==> src/design/trb_pkg.sv <==
// ----------------------------------------------------------------------------
// trb_pkg
// Types and constants shared by the triangle block rasterizer modules.
// ----------------------------------------------------------------------------
package trb_pkg;

    localparam int PIX_BITS  = 13;
    localparam int CLIP_BITS = 14;
    localparam int VERT_BITS = 18;
    localparam int BLK       = 8;
    localparam int BLK_LOG   = 3;
    localparam int SUBPIX    = 4;
    localparam int EDGE_W    = VERT_BITS + 1;
    localparam int PROD_W    = 37;
    localparam int DIFF_W    = 38;
    localparam int CONST_W   = 38;
    localparam int BASE_W    = 40;
    localparam int OFS_W     = 22;
    localparam int EVAL_W    = 41;
    localparam int PXC_W     = 16;
    localparam int IN_W      = 136;
    localparam int OUT_W     = 120;

    localparam logic [CLIP_BITS-1:0] CLIP_MAX = CLIP_BITS'(1 << PIX_BITS);
    localparam logic signed [VERT_BITS:0] SUBPIX_ROUND = 19'sd15;

    typedef enum logic {
        REQ_SETUP = 1'b0,
        REQ_BLOCK = 1'b1
    } t_req;

    typedef enum logic {
        CFG_CLIP_RIGHT  = 1'b0,
        CFG_CLIP_BOTTOM = 1'b1
    } t_cfg_idx;

    typedef struct packed {
        logic [CLIP_BITS-1:0] right;
        logic [CLIP_BITS-1:0] bottom;
    } t_clip;

    typedef struct packed {
        logic [PIX_BITS-1:0] min_x;
        logic [PIX_BITS-1:0] min_y;
        logic [PIX_BITS-1:0] max_x;
        logic [PIX_BITS-1:0] max_y;
        logic                empty;
    } t_box;

    typedef struct packed {
        t_req                          kind;
        logic [2:0][VERT_BITS-1:0]     vx;
        logic [2:0][VERT_BITS-1:0]     vy;
        logic [PIX_BITS-1:0]           blk_x;
        logic [PIX_BITS-1:0]           blk_y;
        t_box                          box;
    } t_qentry;

endpackage

==> src/design/trb_queue.sv <==
// ----------------------------------------------------------------------------
// trb_queue
// Two-entry queue between the front and the back of the rasterizer.
// ----------------------------------------------------------------------------
module trb_queue
    import trb_pkg::*;
(
    input  logic    i_clk,
    input  logic    i_rst_n,
    input  logic    i_valid,
    output logic    o_ready,
    input  t_qentry i_entry,
    output logic    o_valid,
    input  logic    i_pop,
    output t_qentry o_entry
);

    t_qentry    r_mem [2];
    logic       r_wptr, r_rptr;
    logic [1:0] r_count;
    logic       push, pop;

    assign o_ready = (r_count != 2'd2);
    assign o_valid = (r_count != 2'd0);
    assign push    = i_valid && o_ready;
    assign pop     = i_pop && o_valid;
    assign o_entry = r_mem[r_rptr];

    always_ff @(posedge i_clk) begin
        if (!i_rst_n) begin
            r_wptr  <= 1'b0;
            r_rptr  <= 1'b0;
            r_count <= 2'd0;
        end else begin
            if (push) r_wptr <= ~r_wptr;
            if (pop)  r_rptr <= ~r_rptr;
            r_count <= r_count + 2'(push) - 2'(pop);
        end
    end

    always_ff @(posedge i_clk) begin
        if (push) r_mem[r_wptr] <= i_entry;
    end

endmodule

==> config.mk <==
export PLATFORM = sky130hd
export DESIGN_NAME = trb_queue
export DESIGN_NICKNAME = d
export VERILOG_FILES = /design/src/design/trb_pkg.sv /design/src/design/trb_queue.sv
export SDC_FILE = /design/constraint.sdc
export NUM_CORES = 1
export LEC_CHECK = 0
export BUFFER_PORTS_ARGS = -buffer_cell sky130_fd_sc_hd__buf_2
export CORE_MARGIN = 8
export CORE_UTILIZATION = 40
export DETAILED_ROUTE_END_ITERATION = 12
export PLACE_DENSITY = 0.74
export SETUP_SLACK_MARGIN = 0.3
export SYNTH_ARGS = -nofsm -noshare
export SYNTH_HDL_FRONTEND = slang
export SYNTH_SLANG_ARGS = --single-unit
==> constraint.sdc <==
create_clock -name i_clk -period 30.2 [get_ports i_clk]
set_input_delay 6.04 -clock i_clk [delete_from_list [all_inputs] [get_ports i_clk]]
set_output_delay 6.04 -clock i_clk [all_outputs]
set_load 0.02 [all_outputs]
[Yosys cells after proc, flatten, opt, wreduce, memory -nomap -nowiden]
Memory sizes are Yosys's and may differ from the RTL's. A register that Yosys moved wholly into a read port is not among the register bits.
Cells that the tools add are included.
Word-level totals
  register bits: 4
  RAM bits: 376
  input port bits: 192
  output and inout bits: 190
  logic and storage cells: 16
  memories kept: 1
Memory list
  r_mem: words 2, bits a word 188, rd ports 1, clocked after memory_dff 1, write ports 1, RTL line trb_queue.sv:18  | t_qentry r_mem [2];
Operators by class
  add/sub/neg operators: 2
  eq/ne operators: 1
  multiplexer cells: 4
  bitwise operators: 2
  reductions and logical operators: 3
Operator list (count)
  1-bit two-way mux: 4
  2-bit by 1-bit adder with 2-bit output: 1
  1-bit logical AND: 2
  2-bit inequality test (second input constant): 1
  1-bit NOT: 2
  2-bit nonzero test: 1
  2-bit by 1-bit subtractor with 2-bit output: 1

[Depth between registers and ports, before layout]
  word-level depth: 4
  mapped depth: 8
  mapped depth without buffers: 8

[Worst setup path after synthesis]
OpenSTA, ideal clock, no wires.
  path type: input to register
  start: input i_valid
  end: memory r_mem[0][0] in the netlist's numbering, enable pin
  library setup time: 0.739 ns
  arrival time: 13.936 ns
  data required time: 29.461 ns
  setup slack: 15.524 ns
  stages: 2
  path buffers: 0
  cells stage by stage: nand2_1 nor2_1
Between the ends
  longest elaborated chain between the ends: 3
Ends and longest elaborated chain
  start, declared: RTL line trb_queue.sv:10  | input logic i_valid,
  1-bit logical AND: RTL line trb_queue.sv:25  | assign push = i_valid && o_ready;
  1-bit two-way mux: RTL line trb_queue.sv:42  | if (push) r_mem[r_wptr] <= i_entry;
  1-bit two-way mux (not written as such): RTL line trb_queue.sv:42
  end, declared: RTL line trb_queue.sv:18
No other way between the ends.

==> flow_metrics.env <==
export IMPL_p_leak_nw=6.82
export IMPL_period_share=0.309
export IMPL_num_rows=69
export IMPL_status="complete, no violations"
export IMPL_async_flop_share=0
export IMPL_rrSetupSlack_ns=27.58
export IMPL_routedWlPerCell_um=19.9
export IMPL_cts_resized=0
export IMPL_post_cts_buffers=0
export IMPL_cpMaxStageDelayCell="buf_4"
export IMPL_clock_path_buffers=3
export IMPL_ctsRootBufferMaster="clkbuf_16"
export IMPL_start_util=0.403
export IMPL_cpLargestDelayFamily="buffers and inverters"
export IMPL_synth_ff_type="edfxtp_1"
export IMPL_power_switching_w=0.000449
export IMPL_fp_dieH_um=205
export IMPL_relSlewSlack=0.254
export IMPL_vias=7096
export IMPL_grt_pass1_wl_mm=43.9
export IMPL_synth_area_leaders="edfxtp_1 (79%), mux2_4 (11%), mux2_2 (6.9%), buf_6 (1.2%), dfxtp_1 (0.70%)"
export IMPL_cts_sinks=381
export IMPL_path_cells="buf_4, buf_4, mux2_2, buf_2"
export IMPL_timing_critical_path_mode_cell="buf_4"
export IMPL_drc_errors=0
export IMPL_p_per_area_mw_per_mm2=88.3
export IMPL_synth_edf_count=376
export IMPL_synth_top_area_share=0.794
export IMPL_synth_cell_type_count=18
export IMPL_critPathCaptureType="primary output"
export IMPL_io_pins=382
export IMPL_antenna_found_initial=10
export IMPL_dpl_cell_count=1438
export IMPL_swShare=0.284
export IMPL_cts_tree="built"
export IMPL_worst_setup_path_start_kind="flop"
export IMPL_dr_pass1_iters=4
export IMPL_finalSetupViolations=0
export IMPL_crit_required_ns=24.16
export IMPL_path_buf_inv=3
export IMPL_worstPathArrival_ns=3.30
export IMPL_drt_initial_drc_count=399
export IMPL_viasPerCell=4.69
export IMPL_yosysMostFrequentCell="edfxtp_1"
export IMPL_fillCellCount=2844
export IMPL_combPwrFrac=0.267
export IMPL_fin_nets=1212
export IMPL_cts_made_buffers=39
export IMPL_design_core_area_mm2=0.0353
export IMPL_p_int_w=0.00113
export IMPL_critical_path_class="flop to primary output"
export IMPL_maxCapViolCount=0
export IMPL_slowest_delay_ns=0.90
export IMPL_wl_mm=30.2
export IMPL_yosysSeqAreaShare=0.801
export IMPL_tns_ns=0
export IMPL_drv_slew=0
export IMPL_clock_latency_ns=0.51
export IMPL_vdd_ir_drop_max_mv=0.0601
export IMPL_fin_cells=1513
export IMPL_htreeDepth=2
export IMPL_ys_ff_latch=381
export IMPL_drive_gt1_frac=0.605
export IMPL_place_congestion=0.744
export IMPL_synth_area_per_cell_um2=23.3
export IMPL_cts_reportedPaths_clkPinSlew_ns=0.06
export IMPL_die_w_um=205
export IMPL_post_dp_hpwl_mm=20.9
export IMPL_finalHoldViolCount=0
export IMPL_worstPathMaxFanout=77
export IMPL_tightest_slew_ns=1.12
export IMPL_syn2layout_area_growth_pct=25.7
export IMPL_pwr_share_seq=0.432
export IMPL_synth_cells=609
export IMPL_post_route_min_period_ns=9.34
export IMPL_grt_pass1_vias=7658
export IMPL_io_buffers=381
export IMPL_antenna_left=0
export IMPL_cts_hold_buf=0
export IMPL_p_clk_frac=0.301
export IMPL_grt_setup_unrepaired="false"
export IMPL_ys_warn_count=0
export IMPL_syn_nets=803
export IMPL_synth_commonest_cells="edfxtp_1 (376), mux2_4 (101), mux2_2 (87)"
export IMPL_grt_max_degree=79
export IMPL_post_place_ws_ns=21.42
export IMPL_finalClockSkew_ns=0.0141
export IMPL_globalRouteOverflowTotal=0
export IMPL_synth_area_mm2=0.0142
export IMPL_grt_use_total=0.136
export IMPL_yosys_area_top_type="edfxtp_1"
export IMPL_max_freq_mhz=107
export IMPL_dieArea_mm2=0.0418
export IMPL_min_path_type="flop to flop"
export IMPL_fin_ws_ns=20.86
[power groups by stage]
stage               registers [W]  logic (W)  clock network [W]
detailed placement       0.000693   0.000429                  0
global route             0.000687   0.000449           0.000508
floorplan                0.000707   0.000305                  0
finish                   0.000681   0.000422           0.000475
global placement         0.000689   0.000426                  0
CTS                      0.000682   0.000431           0.000490
[metrics by stage]
step	hold slack (ns)	instance area (µm²)	total power, W	utilization
after detailed placement	0.520	16600	0.00112	0.470
after global placement	0.511	16600	0.00111	0.470
after CTS	0.546	17900	0.00160	0.506
after floorplan	0.455	14200	0.00101	-
after global routing	0.561	17900	0.00164	0.506
final	0.539	17900	0.00158	0.506
[cell type report]
| cell class | instances | area, µm² | share of cell area |
|---|---|---|---|
| Sequential cell | 381 | 11400 | 0.638 |
| Multi-Input combinational cell | 206 | 2640 | 0.148 |
| Timing Repair Buffer | 389 | 1970 | 0.110 |
| Clock buffer | 51 | 1060 | 0.0595 |
| Tap cell | 461 | 577 | 0.0323 |
| Clock inverter | 19 | 216 | 0.0121 |
| Antenna cell | 5 | 12.5 | 0.000700 |
| Inverter | 1 | 3.75 | 0.000210 |
[worst register-to-register path: stages (launching register included)]
cell	delay [ns]
dfxtp_1	0.36
nand2b_1	0.15
nand2_1	0.15
nor2_4	0.10
buf_4	0.45
buf_4	0.88
[final timing paths]
kind	from	end	depth (start not counted)
setup / recovery	flop	o_entry[55]	4
hold / removal	r_rptr	flop	2
setup reg to reg	r_count[0]	r_mem[0][76]	5
hold reg to reg	r_rptr	flop	2
[sequential cells by signal (all words and copies together) (netlist names), named ones only]
name and count:
r_rptr 1, r_count 2, r_mem 376, r_wptr 1
[placed cells by master, fill, tap and decap left out]
cell	count
dfxtp_4	1
clkinv_1	8
nand2b_1	2
or2_2	1
nor2_4	1
bufinv_16	5
and2_1	2
dfxtp_1	4
mux2i_1	1
xnor2_1	3
clkinv_4	1
nor2b_1	2
o21a_1	1
clkinv_2	4
inv_1	1
nand2_1	2
buf_4	8
mux2_4	101
diode_2	5
clkbuf_1	10
clkbuf_16	41
edfxtp_1	376
buf_2	381
and3_4	1
mux2_2	87
ha_1	2
clkinvlp_4	1
[logic make-up after synthesis]
logic type,synth area share
flip-flops,0.801
multiplexers,0.176
buffers and inverters,0.0143
AND/OR/NAND/NOR,0.00431
XOR/XNOR,0.00185
adder cells (fa/ha/maj),0.00176
AO/OA/AOI/OAI,0.000528
[routing by layer]
metal / wire [µm] / up-vias / share of wire / global-route usage
met5: 55 / - / 0.0018 / 0
met4: 787 / 8 / 0.026 / 0.0460
met3: 2790 / 55 / 0.092 / 0.0514
met2: 14800 / 303 / 0.49 / 0.229
met1: 11700 / 3485 / 0.39 / 0.157
li1: - / 3245 / - / -
Power figures use the tool's default switching activity.
