===== src/design/trb_pkg.sv =====
// ----------------------------------------------------------------------------
// trb_pkg
// Types and constants shared by the triangle block rasterizer modules.
// ----------------------------------------------------------------------------
package trb_pkg;

    localparam int PIX_BITS  = 13;
    localparam int CLIP_BITS = 14;
    localparam int VERT_BITS = 18;
    localparam int BLK       = 8;
    localparam int BLK_LOG   = 3;
    localparam int SUBPIX    = 4;
    localparam int EDGE_W    = VERT_BITS + 1;
    localparam int PROD_W    = 37;
    localparam int DIFF_W    = 38;
    localparam int CONST_W   = 38;
    localparam int BASE_W    = 40;
    localparam int OFS_W     = 22;
    localparam int EVAL_W    = 41;
    localparam int PXC_W     = 16;
    localparam int IN_W      = 136;
    localparam int OUT_W     = 120;

    localparam logic [CLIP_BITS-1:0] CLIP_MAX = CLIP_BITS'(1 << PIX_BITS);
    localparam logic signed [VERT_BITS:0] SUBPIX_ROUND = 19'sd15;

    typedef enum logic {
        REQ_SETUP = 1'b0,
        REQ_BLOCK = 1'b1
    } t_req;

    typedef enum logic {
        CFG_CLIP_RIGHT  = 1'b0,
        CFG_CLIP_BOTTOM = 1'b1
    } t_cfg_idx;

    typedef struct packed {
        logic [CLIP_BITS-1:0] right;
        logic [CLIP_BITS-1:0] bottom;
    } t_clip;

    typedef struct packed {
        logic [PIX_BITS-1:0] min_x;
        logic [PIX_BITS-1:0] min_y;
        logic [PIX_BITS-1:0] max_x;
        logic [PIX_BITS-1:0] max_y;
        logic                empty;
    } t_box;

    typedef struct packed {
        t_req                          kind;
        logic [2:0][VERT_BITS-1:0]     vx;
        logic [2:0][VERT_BITS-1:0]     vy;
        logic [PIX_BITS-1:0]           blk_x;
        logic [PIX_BITS-1:0]           blk_y;
        t_box                          box;
    } t_qentry;

endpackage


===== src/design/trb_front.sv =====
// ----------------------------------------------------------------------------
// trb_front
// Decodes an input transaction and computes the clipped bounding box of a
// triangle setup before the item is queued.
// ----------------------------------------------------------------------------
module trb_front
    import trb_pkg::*;
(
    input  logic            i_req_type,
    input  logic [IN_W-1:0] i_data,
    input  t_clip           i_clip,
    output t_qentry         o_entry
);

    logic signed [VERT_BITS-1:0] vx [3];
    logic signed [VERT_BITS-1:0] vy [3];
    logic signed [VERT_BITS-1:0] mnx, mxx, mny, mxy;
    logic signed [PXC_W-1:0]     minx, maxx, miny, maxy, limx, limy;
    logic signed [PXC_W-1:0]     cmnx, cmxx, cmny, cmxy;
    logic                        empty;

    function automatic logic signed [PXC_W-1:0] px_ceil(input logic signed [VERT_BITS-1:0] v);
        logic signed [VERT_BITS:0] t;
        t = (VERT_BITS+1)'(v) + SUBPIX_ROUND;
        return PXC_W'(t >>> SUBPIX);
    endfunction

    always_comb begin
        for (int k = 0; k < 3; k++) begin
            vx[k] = $signed(i_data[36*k +: VERT_BITS]);
            vy[k] = $signed(i_data[36*k + VERT_BITS +: VERT_BITS]);
        end
        mnx = (vx[0] < vx[1]) ? vx[0] : vx[1];
        mnx = (mnx < vx[2]) ? mnx : vx[2];
        mxx = (vx[0] > vx[1]) ? vx[0] : vx[1];
        mxx = (mxx > vx[2]) ? mxx : vx[2];
        mny = (vy[0] < vy[1]) ? vy[0] : vy[1];
        mny = (mny < vy[2]) ? mny : vy[2];
        mxy = (vy[0] > vy[1]) ? vy[0] : vy[1];
        mxy = (mxy > vy[2]) ? mxy : vy[2];
        cmnx = px_ceil(mnx);
        cmxx = px_ceil(mxx);
        cmny = px_ceil(mny);
        cmxy = px_ceil(mxy);
        limx = $signed(PXC_W'(i_clip.right)) - 16'sd1;
        limy = $signed(PXC_W'(i_clip.bottom)) - 16'sd1;
        minx = (cmnx < 16'sd0) ? 16'sd0 : cmnx;
        miny = (cmny < 16'sd0) ? 16'sd0 : cmny;
        maxx = (cmxx > limx) ? limx : cmxx;
        maxy = (cmxy > limy) ? limy : cmxy;
        empty = (minx >= maxx) || (miny >= maxy);

        o_entry.kind  = t_req'(i_req_type);
        for (int k = 0; k < 3; k++) begin
            o_entry.vx[k] = vx[k];
            o_entry.vy[k] = vy[k];
        end
        o_entry.blk_x = i_data[108 +: PIX_BITS];
        o_entry.blk_y = i_data[121 +: PIX_BITS];
        o_entry.box.empty = empty;
        if (empty) begin
            o_entry.box.min_x = '0;
            o_entry.box.min_y = '0;
            o_entry.box.max_x = '0;
            o_entry.box.max_y = '0;
        end else begin
            o_entry.box.min_x = {minx[PIX_BITS-1:BLK_LOG], {BLK_LOG{1'b0}}};
            o_entry.box.min_y = {miny[PIX_BITS-1:BLK_LOG], {BLK_LOG{1'b0}}};
            o_entry.box.max_x = maxx[PIX_BITS-1:0];
            o_entry.box.max_y = maxy[PIX_BITS-1:0];
        end
    end

endmodule


===== config.mk =====
export PLATFORM = sky130hd
export DESIGN_NAME = trb_front
export DESIGN_NICKNAME = d
export VERILOG_FILES = /design/src/design/trb_pkg.sv /design/src/design/trb_front.sv
export SDC_FILE = /design/constraint.sdc
export NUM_CORES = 1
export LEC_CHECK = 0
export BUFFER_PORTS_ARGS = -buffer_cell sky130_fd_sc_hd__buf_2
export CAP_MARGIN = 20
export CORE_MARGIN = 2
export CORE_UTILIZATION = 30
export DETAILED_ROUTE_END_ITERATION = 8
export PLACE_DENSITY = 0.56
export SKIP_LAST_GASP = 1
export SLEW_MARGIN = 5
export SYNTH_ARGS = -nofsm -noshare
export SYNTH_HDL_FRONTEND = slang
export SYNTH_SLANG_ARGS = --single-unit

===== constraint.sdc =====
create_clock -name vclk -period 13.49
set_clock_uncertainty 0.05 [all_clocks]
set_input_delay 2.0235 -clock vclk [all_inputs]
set_output_delay 2.0235 -clock vclk [all_outputs]
set_load 0.1 [all_outputs]

---- Yosys cells after proc, flatten, opt, wreduce, memory -nomap -nowiden ----
Index checks and enable logic that the tools add are counted.
cells by class
  add/subtract/negate cells ............... 6
  order comparisons ....................... 14
  muxes and demuxes ....................... 13
  reduce and logical (&&, ||, !) cells .... 1
operators by type and width
  operator                                                                count
  18-bit two-way mux                                                      8
  18-bit by 5-bit adder with 19-bit output (second input constant)        4
  18-bit greater-than comparator                                          4
  18-bit < comparator                                                     4
  16-bit two-way mux                                                      4
  52-bit two-way mux                                                      1
  16-bit greater-or-equal comparator                                      2
  15-bit greater-than comparator                                          2
  15-bit by 1-bit < comparator with 1-bit output (second input constant)  2
  14-bit by 1-bit subtractor with 15-bit output (second input constant)   2
  1-bit logical OR                                                        1
storage, ports and cells
  flip-flop bits (word level) ............. 0
  input port bits ......................... 165
  word-level logic and storage cells ...... 34

---- Depth between registers and ports, before layout ----
  depth in word-level cells ............... 10
  mapped depth ............................ 51
  depth with buffers taken out ............ 43

---- Least setup slack after synthesis ----
No wires, ideal clock.
  path type ............................... in2out
  start ................................... in i_data[53]
  end ..................................... out o_entry[13] (netlist bit)
  arrival time ............................ 13.801 ns
  data required time ...................... 11.417 ns
  setup slack ............................. -2.385 ns
  stages .................................. 47
  buffers on the path ..................... 7
  cell sequence ........................... inv_1 > ha_1 > nand4_1 > nor4_1 > a22oi_1 > nand3_1 > mux2_2 > buf_2 > buf_2 > clkbuf_1 > mux2_2 > ha_1 > a21o_1 > a21oi_1 > o32ai_1 > o31ai_1 > and2_0 > clkbuf_1 > [11 not listed] > a31oi_1 > nor2b_1 > a311o_1 > clkbuf_1 > mux2i_1 > ha_1 > nand2b_1 > a21o_1 > a21o_1 > a21o_1 > a21o_1 > a21o_1 > a2111oi_0 > o22ai_1 > a211o_1 > a221o_1 > buf_6 > a211oi_1
RTL lines
  element      RTL line         source
  from (decl)  trb_front.sv:10  input logic [IN_W-1:0] i_data,
  to (decl)    trb_front.sv:12  output t_qentry o_entry

==> reports/qor.tcl <==
set qor(floorplan.die_area_um2) 34930
set qor(postPlaceCellArea_um2) 13730
set qor(setup_viol) 0
set qor(routed_via_density) 5.132
set qor(synth_cell_type_count) 83
set qor(tightestPinTransition_ns) 0.8952
set qor(detailroute.wirelength.met3_um) 1732
set qor(vias) 11720
set qor(areaGrowthSynthToFinish_pct) 51.46
set qor(ant_nets) 0
set qor(post_dr_wirelength_cell_um) 17.51
set qor(layoutNonFillerInstCount) 2283
set qor(drv.max_cap_violation_count) 0
set qor(dpl.cell_count) 2238
set qor(maximum_fanout_along_the_worst_path) 15
set qor(buffer_ports.inserted) 291
set qor(static_leakage_nw) 7.254
set qor(mostFrequentLayoutCells) {buf_4, buf_2, ha_1}
set qor(worst_path_most_repeated_cell) {a21o_1}
set qor(fin_crit_ns) 13.31
set qor(drive_above_1_share_pct) 43.15
set qor(synthesized_area_per_cell_um2) 6.854
set qor(worstSetupPathType) {input port to primary output}
set qor(crit_path_start_kind) {input port}
set qor(unrepaired_setup_endpoints_after_global_routing) {yes}
set qor(leading_cell_types_by_total_area_after_synthesis) {ha_1, buf_4, xnor2_1}
set qor(num_io_pins) 353
set qor(ys_warn_count) 0
set qor(firstDrtPassIters) 5
set qor(grt_first_pass_wirelength_um) 60310
set qor(power_density_nw_per_um2) 169.7
set qor(synth_seq_area_share_pct) 0
set qor(critPathSlowestCell) {a221o_4}
set qor(crit_path_max_incr_delay_ns) 0.44
set qor(hold-worst-slack_ns) 3.997
set qor(vdd_drop_max_mv) 0.3326
set qor(via_count_of_the_first_global_routing_pass) 11370
set qor(finalWeightedCongestion) 0.9047
set qor(floorplan.initialDensity_pct) 30.69
set qor(setup_slack_ns) 0.1757
set qor(die_x_extent_um) 186.9
set qor(rows) 66
set qor(layout_commonest_cell) {buf_4}
set qor(fp.dieH_um) 186.9
set qor(grt-ovfl-total) 0
set qor(cp_data_required_time_ns) 11.42
set qor(finalInstanceArea_um2) 15200
set qor(post_dp_hpwl_um) 34090
set qor(initial_drt_markers) 506
set qor(detail_route.wirelength.met1_um) 17170
set qor(cp-end-kind) {primary output}
set qor(area.sequential_um2) 0
set qor(clockBufferCount) 0
set qor(core_area_um2) 32700
set qor(finalNetCount) 2173
set qor(grt_util_all_layers_pct) 21.16
set qor(achievable-frequency_ghz) 0.07511
set qor(route.detailed.drc) 0
set qor(worst-endpoint-arrival_ns) 11.24
set qor(netlist.top_cell.by_area) {ha_1}
set qor(grt_max_degree) 32
set qor(hold_path.class) {input port to primary output}
set qor(grt_antenna_before_repair) 1
set qor(layout.core_utilization_pct) 46.48
set qor(period_share_pct) 98.70
set qor(dr_wl_met2_um) 20380
set qor(placement.setup.worst_slack_ns) -0.2296
set qor(detail_route.wirelength_um) 39970
set qor(synth_top_area_share_pct) 20.70
set qor(slew_viol_final) 0
set qor(highest-signal-layer) {met5}
set qor(syn-instance-count) 1464
set qor(hold_fails_final_rpt) 0
set qor(synth.cell_area_um2) 10030
set qor(sequential_cell_total) 0
set qor(slew_headroom_pct) 39.04
set qor(status) {completed}
[worst max-delay path, delay by kind of cell]
kind            cells  cell delay (ns)
compound gates     22             4.65
simple gates       10             1.80
fa+ha+maj           4             1.06
buf+inv             7             0.99
mux                 2             0.69
[layout make-up]
cell class,instances,area (µm²)
Fill cell,3286,17500
Multi-Input combinational cell,1156,9692
Timing Repair Buffer,556,4456
Tap cell,442,553.0
Inverter,128,495.5
Antenna cell,1,2.502
[power by group]
part | total [W] | internal [W] | switching, W
registers | 0 | 0 | 0
clock network | 0.00000000000504 | 0.00000000000504 | 0
logic | 0.00258 | 0.000994 | 0.00159
[final timing paths]
kind | from | endpoint | slack, ns | cells after the start
max | i_data[41] | o_entry[24] | 0.18 | 45
min | i_data[121] | o_entry[53] | 4.00 | 0
[layer usage]
layer | global-route usage, % | vias up
met5 | 0 | -
met4 | 2.656 | 2
met3 | 0.9193 | 45
met2 | 40.55 | 365
met1 | 26.65 | 5451
li1 | - | 5853
[cells by family (layout without fill, tap and decap cells)]
group           after synthesis  in the layout  synth area share (%)
simple gates                490            490                 24.59
compound gates              332            332                 21.73
xor+xnor                     85             85                 7.419
other cells                   1              7               0.03737
buf+inv                     314            684                 17.46
fa+ha+maj                   166            166                 20.70
mux                          76             77                 8.067
[synthesized netlist by cell type (5+ instances only)]
cell type / instances
inv_1: 128
mux2_2: 36
and2_1: 14
or2_2: 8
nor2b_1: 19
nor4_1: 17
a211oi_1: 13
xor2_1: 18
buf_4: 142
a22oi_1: 5
a21oi_1: 91
clkbuf_1: 29
and3_1: 13
xnor2_1: 67
nand2b_1: 14
ha_1: 166
nand3_1: 42
a221o_1: 5
nor2_1: 125
nand4_1: 34
nor3_2: 10
o31ai_1: 6
o21ai_1: 6
buf_2: 7
or3_1: 8
nor3b_1: 9
o21ai_0: 79
or4_1: 8
a31oi_1: 10
mux2i_1: 39
a21o_1: 39
nand2_1: 119
and4_1: 7
o21a_1: 15
nor3_1: 33
[stage by stage]
step | TNS (ns) | power, W
CTS | 0 | 0.002421
global placement | -2.412 | 0.002391
detailed placement | -5.967 | 0.002403
finish | 0 | 0.002580
global route | -6.944 | 0.002724
floorplan | 0 | 0.001663
[repair_timing]
action / in CTS / in global routing
setup endpoints to repair: 47 / 47
gates resized for setup: 16 / 187
cloned: 0 / 7
buffers inserted: 7 / 31
hold buffers: 0 / 0
pin swaps: 9 / 93
(Power assumes the default switching activity.)
